$ cat config.mk
export PLATFORM = sky130hd
export DESIGN_NAME = cfdw_front
export DESIGN_NICKNAME = d
export VERILOG_FILES = /design/src/design/cfdw_pkg.sv /design/src/design/cfdw_front.sv
export SDC_FILE = /design/constraint.sdc
export NUM_CORES = 1
export LEC_CHECK = 0
export BUFFER_PORTS_ARGS = -buffer_cell sky130_fd_sc_hd__buf_4
export CORE_AREA = 4 4 105 107
export CTS_CLUSTER_DIAMETER = 100
export CTS_CLUSTER_SIZE = 25
export DETAILED_ROUTE_END_ITERATION = 10
export DIE_AREA = 0 0 109 111
export PLACE_DENSITY = 0.77
export SYNTH_ARGS = -nofsm -noshare
export SYNTH_HDL_FRONTEND = slang
export SYNTH_SLANG_ARGS = --single-unit
$ cat constraint.sdc
create_clock -name i_clk -period 4.4 [get_ports i_clk]
set_input_delay 0.44 -clock i_clk [delete_from_list [all_inputs] [get_ports i_clk]]
set_output_delay 0.44 -clock i_clk [all_outputs]
set_load 0.01 [all_outputs]
$ cat src/design/cfdw_pkg.sv
// ----------------------------------------------------------------------------
// cfdw_pkg
// Shared types, constants and helper functions of the complex feedback
// delay wah.
// ----------------------------------------------------------------------------
package cfdw_pkg;

    localparam int SAMPLE_W   = 16;
    localparam int PHASE_W    = 32;
    localparam int FB_W       = 17;
    localparam int LEN_W      = 7;
    localparam int COEF_W     = 18;
    localparam int GAIN_W     = 18;
    localparam int ENTRY_W    = 24;
    localparam int OPND_W     = 36;
    localparam int PROD_W     = 72;
    localparam int CFG_IDX_W  = 2;
    localparam int CFG_DATA_W = 32;
    localparam int QUEUE_DEPTH = 2;

    localparam logic [PHASE_W-1:0]       PI_Q30  = 32'd3373259426;
    localparam logic signed [OPND_W-1:0] ONE_Q30 = 36'sd1073741824;
    localparam logic signed [OPND_W-1:0] TWO_Q30 = 36'sd2147483648;
    localparam logic [GAIN_W-1:0]        G_BASE  = 18'd96993;
    localparam logic [GAIN_W-1:0]        ONE_Q17 = 18'd131072;
    localparam logic [FB_W-1:0]          FB_MAX  = 17'd65536;

    typedef enum logic [CFG_IDX_W-1:0] {
        CFG_PHASE_STEP   = 2'd0,
        CFG_START_PHASE  = 2'd1,
        CFG_FEEDBACK     = 2'd2,
        CFG_DELAY_LENGTH = 2'd3
    } t_cfg_idx;

    typedef struct packed {
        logic signed [SAMPLE_W-1:0] x;
        logic                       upd;
        logic [PHASE_W-1:0]         phase;
    } t_item;

    typedef struct packed {
        logic               start;
        logic [PHASE_W-1:0] phase;
    } t_coef_req;

    typedef struct packed {
        logic                     busy;
        logic signed [COEF_W-1:0] cr;
        logic signed [COEF_W-1:0] ci;
    } t_coef_rsp;

    function automatic logic signed [OPND_W-1:0] trunc30(input logic signed [PROD_W-1:0] p);
        logic signed [PROD_W-1:0] v;
        v = (p < 0) ? (p + 72'sd1073741823) : p;
        v = v >>> 30;
        return v[OPND_W-1:0];
    endfunction

    function automatic logic [8:0] divisor(input logic [4:0] k);
        logic [8:0] d;
        case (k)
            5'd2:    d = 9'd2;
            5'd3:    d = 9'd6;
            5'd4:    d = 9'd12;
            5'd5:    d = 9'd20;
            5'd6:    d = 9'd30;
            5'd7:    d = 9'd42;
            5'd8:    d = 9'd56;
            5'd9:    d = 9'd72;
            5'd10:   d = 9'd90;
            5'd11:   d = 9'd110;
            5'd12:   d = 9'd132;
            5'd13:   d = 9'd156;
            5'd14:   d = 9'd182;
            5'd15:   d = 9'd210;
            5'd16:   d = 9'd240;
            5'd17:   d = 9'd272;
            default: d = 9'd2;
        endcase
        return d;
    endfunction

    // floor(2^33 / divisor(k))
    function automatic logic [32:0] recip(input logic [4:0] k);
        logic [32:0] m;
        case (k)
            5'd2:    m = 33'd4294967296;
            5'd3:    m = 33'd1431655765;
            5'd4:    m = 33'd715827882;
            5'd5:    m = 33'd429496729;
            5'd6:    m = 33'd286331153;
            5'd7:    m = 33'd204522252;
            5'd8:    m = 33'd153391689;
            5'd9:    m = 33'd119304647;
            5'd10:   m = 33'd95443717;
            5'd11:   m = 33'd78090314;
            5'd12:   m = 33'd65075262;
            5'd13:   m = 33'd55063683;
            5'd14:   m = 33'd47197442;
            5'd15:   m = 33'd40904450;
            5'd16:   m = 33'd35791394;
            5'd17:   m = 33'd31580641;
            default: m = 33'd4294967296;
        endcase
        return m;
    endfunction

endpackage

$ cat src/design/cfdw_front.sv
// ----------------------------------------------------------------------------
// cfdw_front
// Accepts input samples, advances the LFO phase and marks the samples that
// reload the coefficient.
// ----------------------------------------------------------------------------
module cfdw_front #(
    parameter int LFO_INTERVAL = 25
) (
    input  logic                                i_clk,
    input  logic                                i_rst_n,
    input  logic                                i_valid,
    output logic                                o_ready,
    input  logic signed [cfdw_pkg::SAMPLE_W-1:0] i_sample_in,
    input  logic [cfdw_pkg::PHASE_W-1:0]         i_phase_step,
    input  logic [cfdw_pkg::PHASE_W-1:0]         i_start_phase,
    input  logic                                i_full,
    output logic                                o_push,
    output cfdw_pkg::t_item                     o_item
);
    import cfdw_pkg::*;

    localparam int CW = (LFO_INTERVAL > 1) ? $clog2(LFO_INTERVAL) : 1;

    logic [PHASE_W-1:0] r_acc;
    logic [CW-1:0]      r_cnt;
    logic [PHASE_W-1:0] w_acc;

    assign w_acc        = r_acc + i_phase_step;
    assign o_ready      = !i_full;
    assign o_push       = i_valid && !i_full;
    assign o_item.x     = i_sample_in;
    assign o_item.upd   = (r_cnt == '0);
    assign o_item.phase = w_acc + i_start_phase;

    always_ff @(posedge i_clk) begin
        if (!i_rst_n) begin
            r_acc <= '0;
            r_cnt <= '0;
        end else if (o_push) begin
            r_acc <= w_acc;
            if (r_cnt == '0) begin
                r_cnt <= CW'(LFO_INTERVAL - 1);
            end else begin
                r_cnt <= r_cnt - 1'b1;
            end
        end
    end

endmodule

==> summary by stage <==
Run status
The run finished, with violations left. The checks that failed: setup timing.

Cells and area
The count of nets after finishing is 1,023. The area occupied by multi-input gates is 4290 sq um. The ratio of cells with drive above 1 in the final layout is 42.8%.

Leaving out fill and tap cells, the most frequent cells in the layout are 270 x buf_4, 74 x nand2_1, 60 x ha_1. The sequential cells in the finished layout cover a total of 742 sq um. The number of non-filler instances in the completed layout is 1,010. 0 antenna diodes ended up in the layout. Once layout is complete, the utilization of the core stands at 74.0%.

The area growth from synthesis to layout is 55.3%. The most common library cell in the layout ignoring fill and taps is buf_4. The filler cell count in the final layout is 717.

Logic synthesis
The combined area of all synthesized cells is 4830 sq um. The synthesized flop and latch total is 37. The number of nets handed over by synthesis was 773.

Ranked by total cell area, the synthesized netlist is headed by ha_1 17%, dfxtp_1 15%, xnor2_1 7.6%. Of the post-synthesis cell area, the dominant cell type holds 16.6%. The number of synthesis warnings is 0. In the synthesized netlist the dominant register cell turns out to be dfxtp_1. Synthesis produced a netlist whose cell count is 623. The sequential share of the synthesized area is 15.3%. The netlist uses 66 different library cells. Each instance of the synthesized netlist takes up on average 7.75 sq um. The count of flip-flops with a built-in enable after synthesis is 0. In the synthesized netlist the async set-or-reset flop fraction comes to 0%. The cell taking the most area after synthesis is ha_1.

Drt
The detailed router placed 5,717 vias in this run. The count of nets left with antenna violations once routing finished came out at 0. After detailed routing, the number of vias per cell comes to 5.66. The number of optimization iterations in the first detailed-route pass is 7. The violation count after the first detailed-routing iteration is 351. For this run, design rule violations remaining after detail routing come to 0. The detail-routed net length per standard cell is 16.7 microns.

For this block, the routed nets add up to 16,900 microns of wire.

Place
Port buffering added 102 buffers. The final weighted congestion of routability-driven global placement is 0.937. The instance count after placement with tap cells included is 963. After legalization and detailed placement, the total HPWL measured 12,100 microns.

Clocking
The library cell used as clock root buffer is clkbuf_8. The clock network latency to the later pin of the worst-skew pair is 0.30 ns. The CTS H-tree depth is 2. In this run, CTS created clock tree buffers numbering 5. The clock passes through at most 2 buffers.

The TritonCTS clock tree is done. After clock tree synthesis, the clock-pin slew on the worst setup and hold paths is 0.09 ns. After clock tree synthesis, the flow added hold-fix buffers numbering 0.

For this design, the sink count on the clock tree is 37.

STA
The setup-violating endpoint count in the final report is 15. The worst pin sits at a relative slew slack of 42.9%. The portion of the clock cycle consumed by the worst path in the final layout is 113%. The final-report hold violation count is 0. After layout, the worst setup slack is -0.561 ns. Static timing analysis puts the maximum clock frequency at 0.202 GHz. The slew at the pin closest to its max-slew limit is 0.844 ns.

The minimum clock period after layout is 4.96 ns. The final max-slew violation count came to 0. Setup repair after global routing could not meet its margin everywhere. The clock skew is 0.00675 ns.

Worst setup path
The required time of the critical path is 3.96 ns. The critical path capture point type is an output pin. STA classifies the critical path startpoint as a flop. The critical path is of the reg2out type. The worst endpoint data arrival time is 4.52 ns. Of all nets on the critical path, the largest fanout is 6. The origin of the critical flop-to-flop path is r_acc[1]$_SDFFE_PN0P_.

The critical path startpoint is r_acc[1]$_SDFFE_PN0P_.

Floorplanning
In this run the standard cell core region covers 10,100 sq um. The initial core utilization is 47.6%. The die is 111 microns tall. Pin placement for this block handled 135 I/O pins. The die width is 109 microns. The number of rows in the core area is 37. The die covers 12,100 sq um.

Worst hold path
In this run the most critical hold path is launched from r_acc[12]$_SDFFE_PN0P_. The class of the worst hold path is reg2reg.

Global routing
Entering global routing, the biggest net connects 47 pins. The sum of overflow across all layers after global routing is 0. The first-pass GRT wire length is 26,000 microns. The total routing resource utilization after global routing is 25.8%. The via count of the first global-routing pass is 5,807.

The number of antenna violations at the first check in global routing is 0.

Pwr
For this design the static power due to leakage is 3.68 nW. For this design the ratio of total power to cell area is 358 nW/um^2. Overall power consumption after layout is estimated at 2.69 mW. The worst-case IR drop observed on VDD is 0.278 mV.

Job
The total of max-cap violations is 0.
[critical path, cell delays in order, from the launching register on]
cell and delay [ns]:
dfxtp_1 0.41, inv_1 0.09, fa_2 0.38, nor2b_2 0.13, o211ai_1 0.16, a31oi_4 0.27, buf_6 0.14, a21oi_4 0.06
o31ai_4 0.26, buf_4 0.18, a31oi_4 0.10, xnor2_2 0.28, ha_4 0.27, buf_4 0.16, nand4_1 0.15, nand2_1 0.09
a21oi_1 0.17, a21oi_2 0.06, and4b_1 0.17, or3_4 0.37, xor2_2 0.14, buf_4 0.15
[power by group]
group | leakage (nW) | internal (mW) | switching [mW]
clock network | 0.0512 | 0.127 | 0.142
logic | 3.32 | 1.08 | 0.954
registers | 0.303 | 0.361 | 0.0172
total | 3.68 | 1.57 | 1.11
[what timing repair did]
item	CTS	global route
pin swaps	59	56
setup endpoints to repair	19	20
resized for setup	58	41
buffers inserted	26	15
[layer usage]
layer / part of all wire [%] / global-route usage (%)
met2: 52 / 47.5
met4: 2.6 / 6.73
met5: 0 / 0
met3: 5.8 / 2.91
met1: 40 / 30.9
[synth_stat cells, types with 4 or more instances]
master / count
a211oi_1: 4
a21boi_0: 23
a21o_1: 36
a21oi_1: 62
a221o_1: 4
a31oi_1: 6
and2_1: 4
and3_1: 7
buf_2: 4
buf_4: 18
clkbuf_1: 11
dfxtp_1: 37
ha_1: 64
inv_1: 17
nand2_1: 74
nand2b_1: 5
nand3_1: 17
nand4_1: 6
nor2_1: 36
nor2b_1: 9
nor3_1: 11
nor3b_1: 5
o211ai_1: 8
o21a_1: 9
o21ai_0: 23
o21bai_1: 9
xnor2_1: 42
xor2_1: 18
[through the flow]
stage | hold WS, ns | setup WS [ns] | cell area [sq um] | TNS, ns
3_5_place_dp | 0.464 | -0.680 | 6640 | -6.42
5_1_grt | 0.503 | -0.730 | 7500 | -7.56
6_report | 0.472 | -0.561 | 7500 | -4.75
3_3_place_gp | 0.453 | -0.528 | 6640 | -4.60
4_1_cts | 0.476 | -0.522 | 7170 | -3.42
2_1_floorplan | 0.438 | -0.0611 | 4890 | -0.105
[layout make-up]
class | count | share of cell area, %
clock inverter | 2 | 0.183
tap | 136 | 2.27
inverter | 17 | 0.851
multi-input combinational | 532 | 57.2
timing repair buffer | 280 | 28.5
sequential | 37 | 9.89
clock buffer | 6 | 1.10
[sequential cells by signal (all words and copies together), names as in the netlist]
register / count
r_acc: 32
r_cnt: 5
[final timing paths]
kind	depth (start not counted)	end	slack (ns)
min	2	r_acc[12]$_SDFFE_PN0P_	0.47
max reg2reg	17	r_acc[24]$_SDFFE_PN0P_	1.31
max	21	o_item[31]	-0.56
min reg2reg	2	r_acc[12]$_SDFFE_PN0P_	0.47
[kinds of logic after synthesis]
family / share of synthesized area (%)
flops: 15.3
buf+inv: 5.93
compound gates: 31.5
xor+xnor: 10.9
simple gates: 18.8
fa+ha+maj: 17.4
mux: 0.207
Power figures use the tool's default switching activity.
