## src/design/cfdw_pkg.sv

```systemverilog
// ----------------------------------------------------------------------------
// cfdw_pkg
// Shared types, constants and helper functions of the complex feedback
// delay wah.
// ----------------------------------------------------------------------------
package cfdw_pkg;

    localparam int SAMPLE_W   = 16;
    localparam int PHASE_W    = 32;
    localparam int FB_W       = 17;
    localparam int LEN_W      = 7;
    localparam int COEF_W     = 18;
    localparam int GAIN_W     = 18;
    localparam int ENTRY_W    = 24;
    localparam int OPND_W     = 36;
    localparam int PROD_W     = 72;
    localparam int CFG_IDX_W  = 2;
    localparam int CFG_DATA_W = 32;
    localparam int QUEUE_DEPTH = 2;

    localparam logic [PHASE_W-1:0]       PI_Q30  = 32'd3373259426;
    localparam logic signed [OPND_W-1:0] ONE_Q30 = 36'sd1073741824;
    localparam logic signed [OPND_W-1:0] TWO_Q30 = 36'sd2147483648;
    localparam logic [GAIN_W-1:0]        G_BASE  = 18'd96993;
    localparam logic [GAIN_W-1:0]        ONE_Q17 = 18'd131072;
    localparam logic [FB_W-1:0]          FB_MAX  = 17'd65536;

    typedef enum logic [CFG_IDX_W-1:0] {
        CFG_PHASE_STEP   = 2'd0,
        CFG_START_PHASE  = 2'd1,
        CFG_FEEDBACK     = 2'd2,
        CFG_DELAY_LENGTH = 2'd3
    } t_cfg_idx;

    typedef struct packed {
        logic signed [SAMPLE_W-1:0] x;
        logic                       upd;
        logic [PHASE_W-1:0]         phase;
    } t_item;

    typedef struct packed {
        logic               start;
        logic [PHASE_W-1:0] phase;
    } t_coef_req;

    typedef struct packed {
        logic                     busy;
        logic signed [COEF_W-1:0] cr;
        logic signed [COEF_W-1:0] ci;
    } t_coef_rsp;

    function automatic logic signed [OPND_W-1:0] trunc30(input logic signed [PROD_W-1:0] p);
        logic signed [PROD_W-1:0] v;
        v = (p < 0) ? (p + 72'sd1073741823) : p;
        v = v >>> 30;
        return v[OPND_W-1:0];
    endfunction

    function automatic logic [8:0] divisor(input logic [4:0] k);
        logic [8:0] d;
        case (k)
            5'd2:    d = 9'd2;
            5'd3:    d = 9'd6;
            5'd4:    d = 9'd12;
            5'd5:    d = 9'd20;
            5'd6:    d = 9'd30;
            5'd7:    d = 9'd42;
            5'd8:    d = 9'd56;
            5'd9:    d = 9'd72;
            5'd10:   d = 9'd90;
            5'd11:   d = 9'd110;
            5'd12:   d = 9'd132;
            5'd13:   d = 9'd156;
            5'd14:   d = 9'd182;
            5'd15:   d = 9'd210;
            5'd16:   d = 9'd240;
            5'd17:   d = 9'd272;
            default: d = 9'd2;
        endcase
        return d;
    endfunction

    // floor(2^33 / divisor(k))
    function automatic logic [32:0] recip(input logic [4:0] k);
        logic [32:0] m;
        case (k)
            5'd2:    m = 33'd4294967296;
            5'd3:    m = 33'd1431655765;
            5'd4:    m = 33'd715827882;
            5'd5:    m = 33'd429496729;
            5'd6:    m = 33'd286331153;
            5'd7:    m = 33'd204522252;
            5'd8:    m = 33'd153391689;
            5'd9:    m = 33'd119304647;
            5'd10:   m = 33'd95443717;
            5'd11:   m = 33'd78090314;
            5'd12:   m = 33'd65075262;
            5'd13:   m = 33'd55063683;
            5'd14:   m = 33'd47197442;
            5'd15:   m = 33'd40904450;
            5'd16:   m = 33'd35791394;
            5'd17:   m = 33'd31580641;
            default: m = 33'd4294967296;
        endcase
        return m;
    endfunction

endpackage

```

## src/design/cfdw_queue.sv

```systemverilog
// ----------------------------------------------------------------------------
// cfdw_queue
// Two-entry request queue between the front and the back.
// ----------------------------------------------------------------------------
module cfdw_queue (
    input  logic            i_clk,
    input  logic            i_rst_n,
    input  logic            i_push,
    input  cfdw_pkg::t_item i_item,
    output logic            o_full,
    output logic            o_valid,
    input  logic            i_pop,
    output cfdw_pkg::t_item o_item
);
    import cfdw_pkg::*;

    localparam int PW = $clog2(QUEUE_DEPTH);

    t_item        r_mem [QUEUE_DEPTH];
    logic [PW-1:0] r_wp;
    logic [PW-1:0] r_rp;
    logic [PW:0]   r_cnt;

    assign o_full  = (r_cnt == (PW+1)'(QUEUE_DEPTH));
    assign o_valid = (r_cnt != '0);
    assign o_item  = r_mem[r_rp];

    always_ff @(posedge i_clk) begin
        if (i_push) begin
            r_mem[r_wp] <= i_item;
        end
    end

    always_ff @(posedge i_clk) begin
        if (!i_rst_n) begin
            r_wp  <= '0;
            r_rp  <= '0;
            r_cnt <= '0;
        end else begin
            if (i_push) begin
                r_wp <= r_wp + 1'b1;
            end
            if (i_pop) begin
                r_rp <= r_rp + 1'b1;
            end
            if (i_push && !i_pop) begin
                r_cnt <= r_cnt + 1'b1;
            end else if (i_pop && !i_push) begin
                r_cnt <= r_cnt - 1'b1;
            end
        end
    end

endmodule

```

## config.mk

```make
export PLATFORM = sky130hd
export DESIGN_NAME = cfdw_queue
export DESIGN_NICKNAME = d
export VERILOG_FILES = /design/src/design/cfdw_pkg.sv /design/src/design/cfdw_queue.sv
export SDC_FILE = /design/constraint.sdc
export NUM_CORES = 1
export LEC_CHECK = 0
export BUFFER_PORTS_ARGS = -buffer_cell sky130_fd_sc_hd__buf_2
export CAP_MARGIN = 0
export CORE_UTILIZATION = 30
export DETAILED_ROUTE_END_ITERATION = 12
export GPL_ROUTABILITY_DRIVEN = 0
export SLEW_MARGIN = 20
export SYNTH_ARGS = -nofsm -noshare
export SYNTH_HDL_FRONTEND = slang
export SYNTH_SLANG_ARGS = --single-unit
```

## constraint.sdc

```tcl
create_clock -name i_clk -period 8.4 [get_ports i_clk]
set_input_delay 1.26 -clock i_clk [delete_from_list [all_inputs] [get_ports i_clk]]
set_output_delay 1.26 -clock i_clk [all_outputs]
set_load 0.02 [all_outputs]
```

==> results.py, run 1 <==
metrics = {
    "placement": {
        "dp_cells": 443,
        "dpl-instance-area_sq_mm": 0.00447,
        "half_perimeter_wire_length_after_placement_um": 4160,
        "io_buffer_count": 103,
    },
    "synth": {
        "synth.lib_cells_used.distinct": 17,
        "syn_avg_cell_area_sq_um": 21.6,
        "ys_ff_latch": 103,
        "yosys_warnings": 0,
        "synth.net_count": 228,
        "synth_top_cells_by_area": "sky130_fd_sc_hd__edfxtp_1, sky130_fd_sc_hd__mux2_2, sky130_fd_sc_hd__dfxtp_1, sky130_fd_sc_hd__and2_1, sky130_fd_sc_hd__buf_6",
        "synth.top_cell.area_share_pct": 78.4,
        "synth_seq_area_share_pct": 81.1,
        "syn-instance-count": 174,
        "synth_area_sq_mm": 0.00375,
        "synth_area_leader_cell": "sky130_fd_sc_hd__edfxtp_1",
    },
    "sta": {
        "totalNegativeSetupSlack_ns": 0,
        "final_min_period_over_clock_period_pct": 39.7,
        "max_slew.worst_pin.slew_ns": 0.732,
        "achievable-frequency_mhz": 300,
        "setup_repair_after_global_routing_missed_its_margin": "false",
        "finalHoldViolCount": 0,
        "setup-violations-final": 0,
        "maxSlewViolCount": 0,
        "max_transition_margin_pct": 51.1,
        "finClkSkew_ns": 0.00513,
        "layout_min_cycle_time_ns": 3.33,
    },
    "global_routing": {
        "grt-ovfl-total": 0,
        "antenna_violations_before_repair": 1,
        "via_count_of_the_first_global_routing_pass": 1970,
        "grt_first_pass_wirelength_um": 9940,
        "grt_max_degree": 27,
        "grt_resource_usage_total_pct": 10.5,
    },
    "floorplanning": {
        "overall_die_height_um": 114,
        "placement_rows": 40,
        "design.portCount": 104,
        "die_footprint_sq_mm": 0.0130,
        "initial_core_util_pct": 31.0,
        "core-area_sq_mm": 0.0121,
        "dieWidth_um": 114,
    },
    "setup_path": {
        "worstSetupPathType": "reg2out",
        "arrival_ns": 2.07,
        "critical_path.endpoint_type": "output port",
        "worstPathCellList": "buf_4 -> mux2_2 -> buf_2",
        "path_max_fanout": 26,
        "reg2reg_depth": 2,
        "required_ns": 7.14,
        "critical_path.startpoint_type": "flop",
        "worst_path_max_delay_cell": "sky130_fd_sc_hd__dfxtp_2",
        "slowest_delay_ns": 0.72,
    },
    "finish": {
        "final_common_cell": "sky130_fd_sc_hd__buf_2",
        "syn2layout_area_growth_pct": 26.1,
        "layout-drive-gt1-share_pct": 58.8,
        "finish.instance_area_sq_mm": 0.00473,
        "finish.net_count": 340,
        "final-instance-count-excl-fill": 460,
        "final_cell_mix": "sky130_fd_sc_hd__buf_2, sky130_fd_sc_hd__edfxtp_1, sky130_fd_sc_hd__mux2_2",
    },
    "cts": {
        "cts_setup_buffers": 0,
        "clock_pin_slew_on_the_worst_setup_and_hold_paths_ns": 0.06,
        "tritoncts_clock_tree": "built",
        "ctsHtreeMaxLevel": 3,
        "clock-root-buffer": "sky130_fd_sc_hd__clkbuf_16",
        "cts_sinks": 103,
        "post_cts_resize_count": 0,
        "clock_insertion_delay_worst_skew_ns": 0.33,
        "ctsHoldBuffers": 0,
        "clockBufferDepth": 2,
        "tritoncts.num_buffers": 9,
    },
    "route": {
        "detailroute.via_count": 1894,
        "final_antenna_net_count": 0,
        "dr.first_iter.drc_count": 82,
        "drt-vias-per-instance": 4.12,
        "avgRoutedWirePerCell_um": 14.3,
        "drc_errors": 0,
        "dr.pass1.iters": 4,
        "routed_wirelength_um": 6570,
    },
    "power": {
        "vdd.ir_drop.worst_v": 0.000113,
        "post-layout-total-power_uw": 1100,
        "p_leak_uw": 0.00176,
        "power.density_mw_per_mm2": 233,
    },
    "worst_hold_path": {
        "worst_hold_path.num_cells": 2,
        "hold_path.class": "reg2reg",
    },
    "status": {
        "outcome": "completed",
    },
    "flow_run": {
        "max_cap_violations": 0,
    },
}
-- worst max-delay path: cells and delay by family (launching register included) --
kind | cells | cell delay [ns]
buffers and inverters | 2 | 0.62
muxes | 1 | 0.40
DFF | 1 | 0.72
-- sequential cells by signal (all words and copies together) (netlist names), named ones only --
| signal | count |
|---|---|
| r_mem | 98 |
| r_cnt | 2 |
| r_rp | 1 |
| r_wp | 1 |
-- logic make-up (layout without fill, tap and decap cells) --
kind of cell             count (synthesis)  count (layout)  share of synthesized area [%]
other                                    0               1                              0
AO/OA/AOI/OAI                            3               3                          0.533
adder cells (fa/ha/maj)                  1               1                          0.333
AND/OR/NAND/NOR                          9               9                           1.57
flip-flops                             103             103                           81.1
multiplexers                            49              49                           14.7
XOR/XNOR                                 3               3                          0.700
buffers and inverters                    6             123                           1.10
-- synthesized netlist by cell type --
cell                        n
sky130_fd_sc_hd__a21boi_1   1
sky130_fd_sc_hd__and2_1     4
sky130_fd_sc_hd__and2b_2    1
sky130_fd_sc_hd__buf_2      3
sky130_fd_sc_hd__buf_6      2
sky130_fd_sc_hd__dfxtp_1    5
sky130_fd_sc_hd__edfxtp_1  98
sky130_fd_sc_hd__ha_1       1
sky130_fd_sc_hd__inv_1      1
sky130_fd_sc_hd__mux2_2    49
sky130_fd_sc_hd__nor2b_1    2
sky130_fd_sc_hd__o21a_1     1
sky130_fd_sc_hd__o21ai_0    1
sky130_fd_sc_hd__or2_2      1
sky130_fd_sc_hd__or3_1      1
sky130_fd_sc_hd__xnor2_1    1
sky130_fd_sc_hd__xor2_1     2
-- layer usage --
layer | GRT usage [%] | up-vias | part of all wire (%)
li1 | - | 899 | -
met1 | 12.8 | 927 | 45
met2 | 16.7 | 60 | 47
met3 | 3.08 | 8 | 6.1
met4 | 5.97 | 0 | 1.6
met5 | 0 | - | 0
-- per-stage QoR --
stage,worst slack [ns],hold slack [ns],util (%)
after global placement,5.35,0.477,36.9
after detailed placement,5.33,0.502,36.9
final,5.07,0.514,39.1
after global routing,4.90,0.552,39.1
after CTS,4.96,0.516,39.1
after floorplan,4.47,0.461,-
-- worst paths after layout --
check	from	slack, ns	endpoint
worst max-delay path	flop	5.07	o_item[4]
worst min-delay path	r_cnt[1]$_SDFFE_PN0P_	0.51	r_cnt[1]$_SDFFE_PN0P_
worst max register to register	r_wp$_SDFFE_PN0P_	6.61	r_mem[0][47]$_DFFE_PP_
worst min register to register	r_cnt[1]$_SDFFE_PN0P_	0.51	r_cnt[1]$_SDFFE_PN0P_
-- final cells by class --
class                   instances  area (sq um)
flip-flops and latches        103          3040
repair buffers                106           538
diodes                          1          2.50
fillers                      1169          7380
clock buffers                  10           229
clock inverters                 6          27.5
well taps                     168           210
inverters                       1          3.75
multi-input cells              65           678
-- report_power, final --
part	switching, uW	internal, uW
clock	170	196
combinational	74.8	56.5
sequential	11.2	592
Power figures use the tool's default switching activity.
==> run 2, diff against run 1 <==
ABC_AREA = 1   (was default)
clock period = 3.3 ns   (was 8.4 ns; I/O delays follow)
==> results.py, run 2 <==
metrics = {
    "global_routing": {
        "antenna_violations_before_repair": 0,
        "via_count_of_the_first_global_routing_pass": 2053,
        "grt-ovfl-total": 0,
        "grt_resource_usage_total_pct": 10.5,
        "grt_first_pass_wirelength_um": 9840,
        "grt_max_degree": 32,
    },
    "route": {
        "drc_errors": 0,
        "dr.pass1.iters": 4,
        "detailroute.wirelength.met2_um": 3270,
        "detailroute.via_count": 1963,
        "routedLengthMet1_um": 2770,
        "final_antenna_net_count": 0,
        "met3RoutedLength_um": 306,
        "routed_wirelength_um": 6460,
        "avgRoutedWirePerCell_um": 13.6,
        "drt-vias-per-instance": 4.15,
        "top_layer": "met4",
        "dr.first_iter.drc_count": 35,
    },
    "sta": {
        "finClkSkew_ns": 0.00512,
        "achievable-frequency_mhz": 418,
        "max_slew.worst_pin.slew_ns": 0.658,
        "setup-violations-final": 0,
        "final_min_period_over_clock_period_pct": 72.6,
        "finalHoldViolCount": 0,
        "totalNegativeSetupSlack_ns": 0,
        "layout_min_cycle_time_ns": 2.39,
        "max_transition_margin_pct": 56.0,
        "maxSlewViolCount": 0,
        "setup_repair_after_global_routing_missed_its_margin": "false",
    },
    "cts": {
        "tritoncts.num_buffers": 9,
        "cts_setup_buffers": 0,
        "post_cts_resize_count": 0,
        "ctsHoldBuffers": 0,
        "clock-root-buffer": "sky130_fd_sc_hd__clkbuf_16",
        "clock_insertion_delay_worst_skew_ns": 0.34,
        "clock_pin_slew_on_the_worst_setup_and_hold_paths_ns": 0.06,
        "tritoncts_clock_tree": "built",
        "ctsHtreeMaxLevel": 3,
        "clockBufferDepth": 2,
        "cts_sinks": 103,
    },
    "worst_hold_path": {
        "hold_path.class": "in2reg",
        "worst_hold_path.num_cells": 1,
        "min_from": "i_item[43]",
        "hold_path_end": "r_mem[1][43]$_DFFE_PP_",
    },
    "setup_path": {
        "path_max_fanout": 27,
        "required_ns": 2.80,
        "worstPathCellList": "buf_12 -> mux2_2 -> buf_2",
        "reg2reg_depth": 2,
        "slowest_delay_ns": 0.74,
        "reg2reg_setup_slack_ns": 1.80,
        "critical_path.endpoint_type": "output port",
        "worst_path_max_delay_cell": "sky130_fd_sc_hd__dfxtp_2",
        "arrival_ns": 1.90,
        "critical_path.startpoint_type": "flop",
        "worstSetupPathType": "reg2out",
        "worst_r2r_endpoint": "r_mem[0][24]$_DFFE_PP_",
        "worstReg2RegStart": "r_wp$_SDFFE_PN0P_",
    },
    "synth": {
        "synth_ff_type": "sky130_fd_sc_hd__edfxtp_1",
        "synth_seq_area_share_pct": 79.9,
        "synth_xor_xnor_area_share_pct": 0,
        "synth_top_cells_by_area": "sky130_fd_sc_hd__edfxtp_1, sky130_fd_sc_hd__mux2_2, sky130_fd_sc_hd__mux2_4, sky130_fd_sc_hd__dfxtp_1, sky130_fd_sc_hd__nand2_1",
        "synth-edff-count": 98,
        "post_synth_mux_area_share_pct": 15.5,
        "synth_compound_gate_area_share_pct": 0.263,
        "yosys_warnings": 0,
        "synthSimpleGateAreaFrac_pct": 1.97,
        "syn_avg_cell_area_sq_um": 20.4,
        "synth.lib_cells_used.distinct": 15,
        "synth_area_leader_cell": "sky130_fd_sc_hd__edfxtp_1",
        "syn-instance-count": 187,
        "yosys-top-cells-count": "sky130_fd_sc_hd__edfxtp_1, sky130_fd_sc_hd__mux2_2, sky130_fd_sc_hd__mux2_4, sky130_fd_sc_hd__nand2_1",
        "synthMostInstantiatedCell": "sky130_fd_sc_hd__edfxtp_1",
        "synth-async-reset-ratio_pct": 0,
        "synth-adder-area-share_pct": 0.329,
        "dominant_combinational_cell_family_by_area_after_synthesis": "multiplexers",
        "synth.net_count": 241,
        "synth.top_cell.area_share_pct": 77.3,
        "ys_ff_latch": 103,
        "synth_area_sq_mm": 0.00381,
    },
    "placement": {
        "dp_cells": 457,
        "dpl-instance-area_sq_mm": 0.00455,
        "io_buffer_count": 103,
        "half_perimeter_wire_length_after_placement_um": 4270,
    },
    "floorplanning": {
        "initial_core_util_pct": 31.2,
        "core-area_sq_mm": 0.0122,
        "overall_die_height_um": 115,
        "design.portCount": 104,
        "placement_rows": 40,
        "dieWidth_um": 115,
        "die_footprint_sq_mm": 0.0132,
    },
    "finish": {
        "finish.instance_area_sq_mm": 0.00489,
        "final_cell_mix": "sky130_fd_sc_hd__buf_2, sky130_fd_sc_hd__edfxtp_1, sky130_fd_sc_hd__mux2_2",
        "largestRegisters": "r_mem: 98 flops, r_cnt: 2 flops",
        "largest_register_ffs": 98,
        "n_antenna_cell": 0,
        "largest_register": "r_mem",
        "layout-drive-gt1-share_pct": 56.7,
        "fillerInstances": 1179,
        "syn2layout_area_growth_pct": 28.3,
        "final_common_cell": "sky130_fd_sc_hd__buf_2",
        "final-instance-count-excl-fill": 473,
        "finish.net_count": 354,
    },
    "power": {
        "p_leak_uw": 0.00188,
        "vdd.ir_drop.worst_v": 0.000252,
        "post-layout-total-power_uw": 3020,
        "power.density_mw_per_mm2": 618,
    },
    "status": {
        "outcome": "completed",
    },
    "flow_run": {
        "max_cap_violations": 0,
    },
}
-- run 2: cell types whose count changed after synthesis, sizes merged, moves of 2 or more --
| cell | before | now |
|---|---|---|
| and2 | 4 | 0 |
| nor2b | 2 | 0 |
| xor2 | 2 | 0 |
| nor2 | 0 | 8 |
| nand2 | 0 | 9 |
| inv | 1 | 8 |
-- run 2: layout make-up --
type | instances | area (sq um) | area share (%)
Sequential cell | 103 | 3040 | 62.3
Multi-Input combinational cell | 71 | 694 | 14.2
Timing Repair Buffer | 107 | 571 | 11.7
Clock buffer | 9 | 225 | 4.61
Tap cell | 168 | 210 | 4.30
Clock inverter | 7 | 111 | 2.28
Inverter | 8 | 30.0 | 0.615
-- run 2: where the power goes --
group,internal [uW],switching [uW],total [uW]
clock,735,438,1170
combinational,134,177,311
sequential,1510,25.3,1530
-- run 2: worst max path at each step --
stage                       from                     to  slack, ns  depth (start not counted)
final                       flop             o_item[33]       0.91                          3
after CTS                   flop             o_item[36]       0.82                          3
after global placement      flop             o_item[36]       1.22                          3
after floorplan           i_push  r_mem[0][0]$_DFFE_PP_       0.25                          2
after global routing        flop             o_item[36]       0.77                          3
after detailed placement    flop             o_item[36]       1.22                          3
-- run 2: critical path: cells and delay by family, from the launching register on --
kind	cells	cell delay (ns)
flip-flops	1	0.74
buffers and inverters	2	0.44
multiplexers	1	0.36
-- run 2: layer usage --
layer,up-vias,GRT usage (%)
met5,-,0
met3,10,3.23
met2,57,17.7
met1,961,11.7
li1,935,-
met4,0,5.97
-- run 2: logic make-up after synthesis --
logic type / after synthesis
flops: 103
mux: 49
simple gates: 19
buf+inv: 13
compound gates: 2
fa+ha+maj: 1
-- run 2: through the flow --
| stage | worst slack (ns) | utilization, % | hold slack, ns |
|---|---|---|---|
| after floorplan | 0.250 | - | 0.463 |
| final | 0.905 | 40.0 | 0.342 |
| after CTS | 0.824 | 40.0 | 0.321 |
| after detailed placement | 1.22 | 37.3 | 0.492 |
| after global routing | 0.769 | 40.0 | 0.321 |
| after global placement | 1.22 | 37.3 | 0.478 |
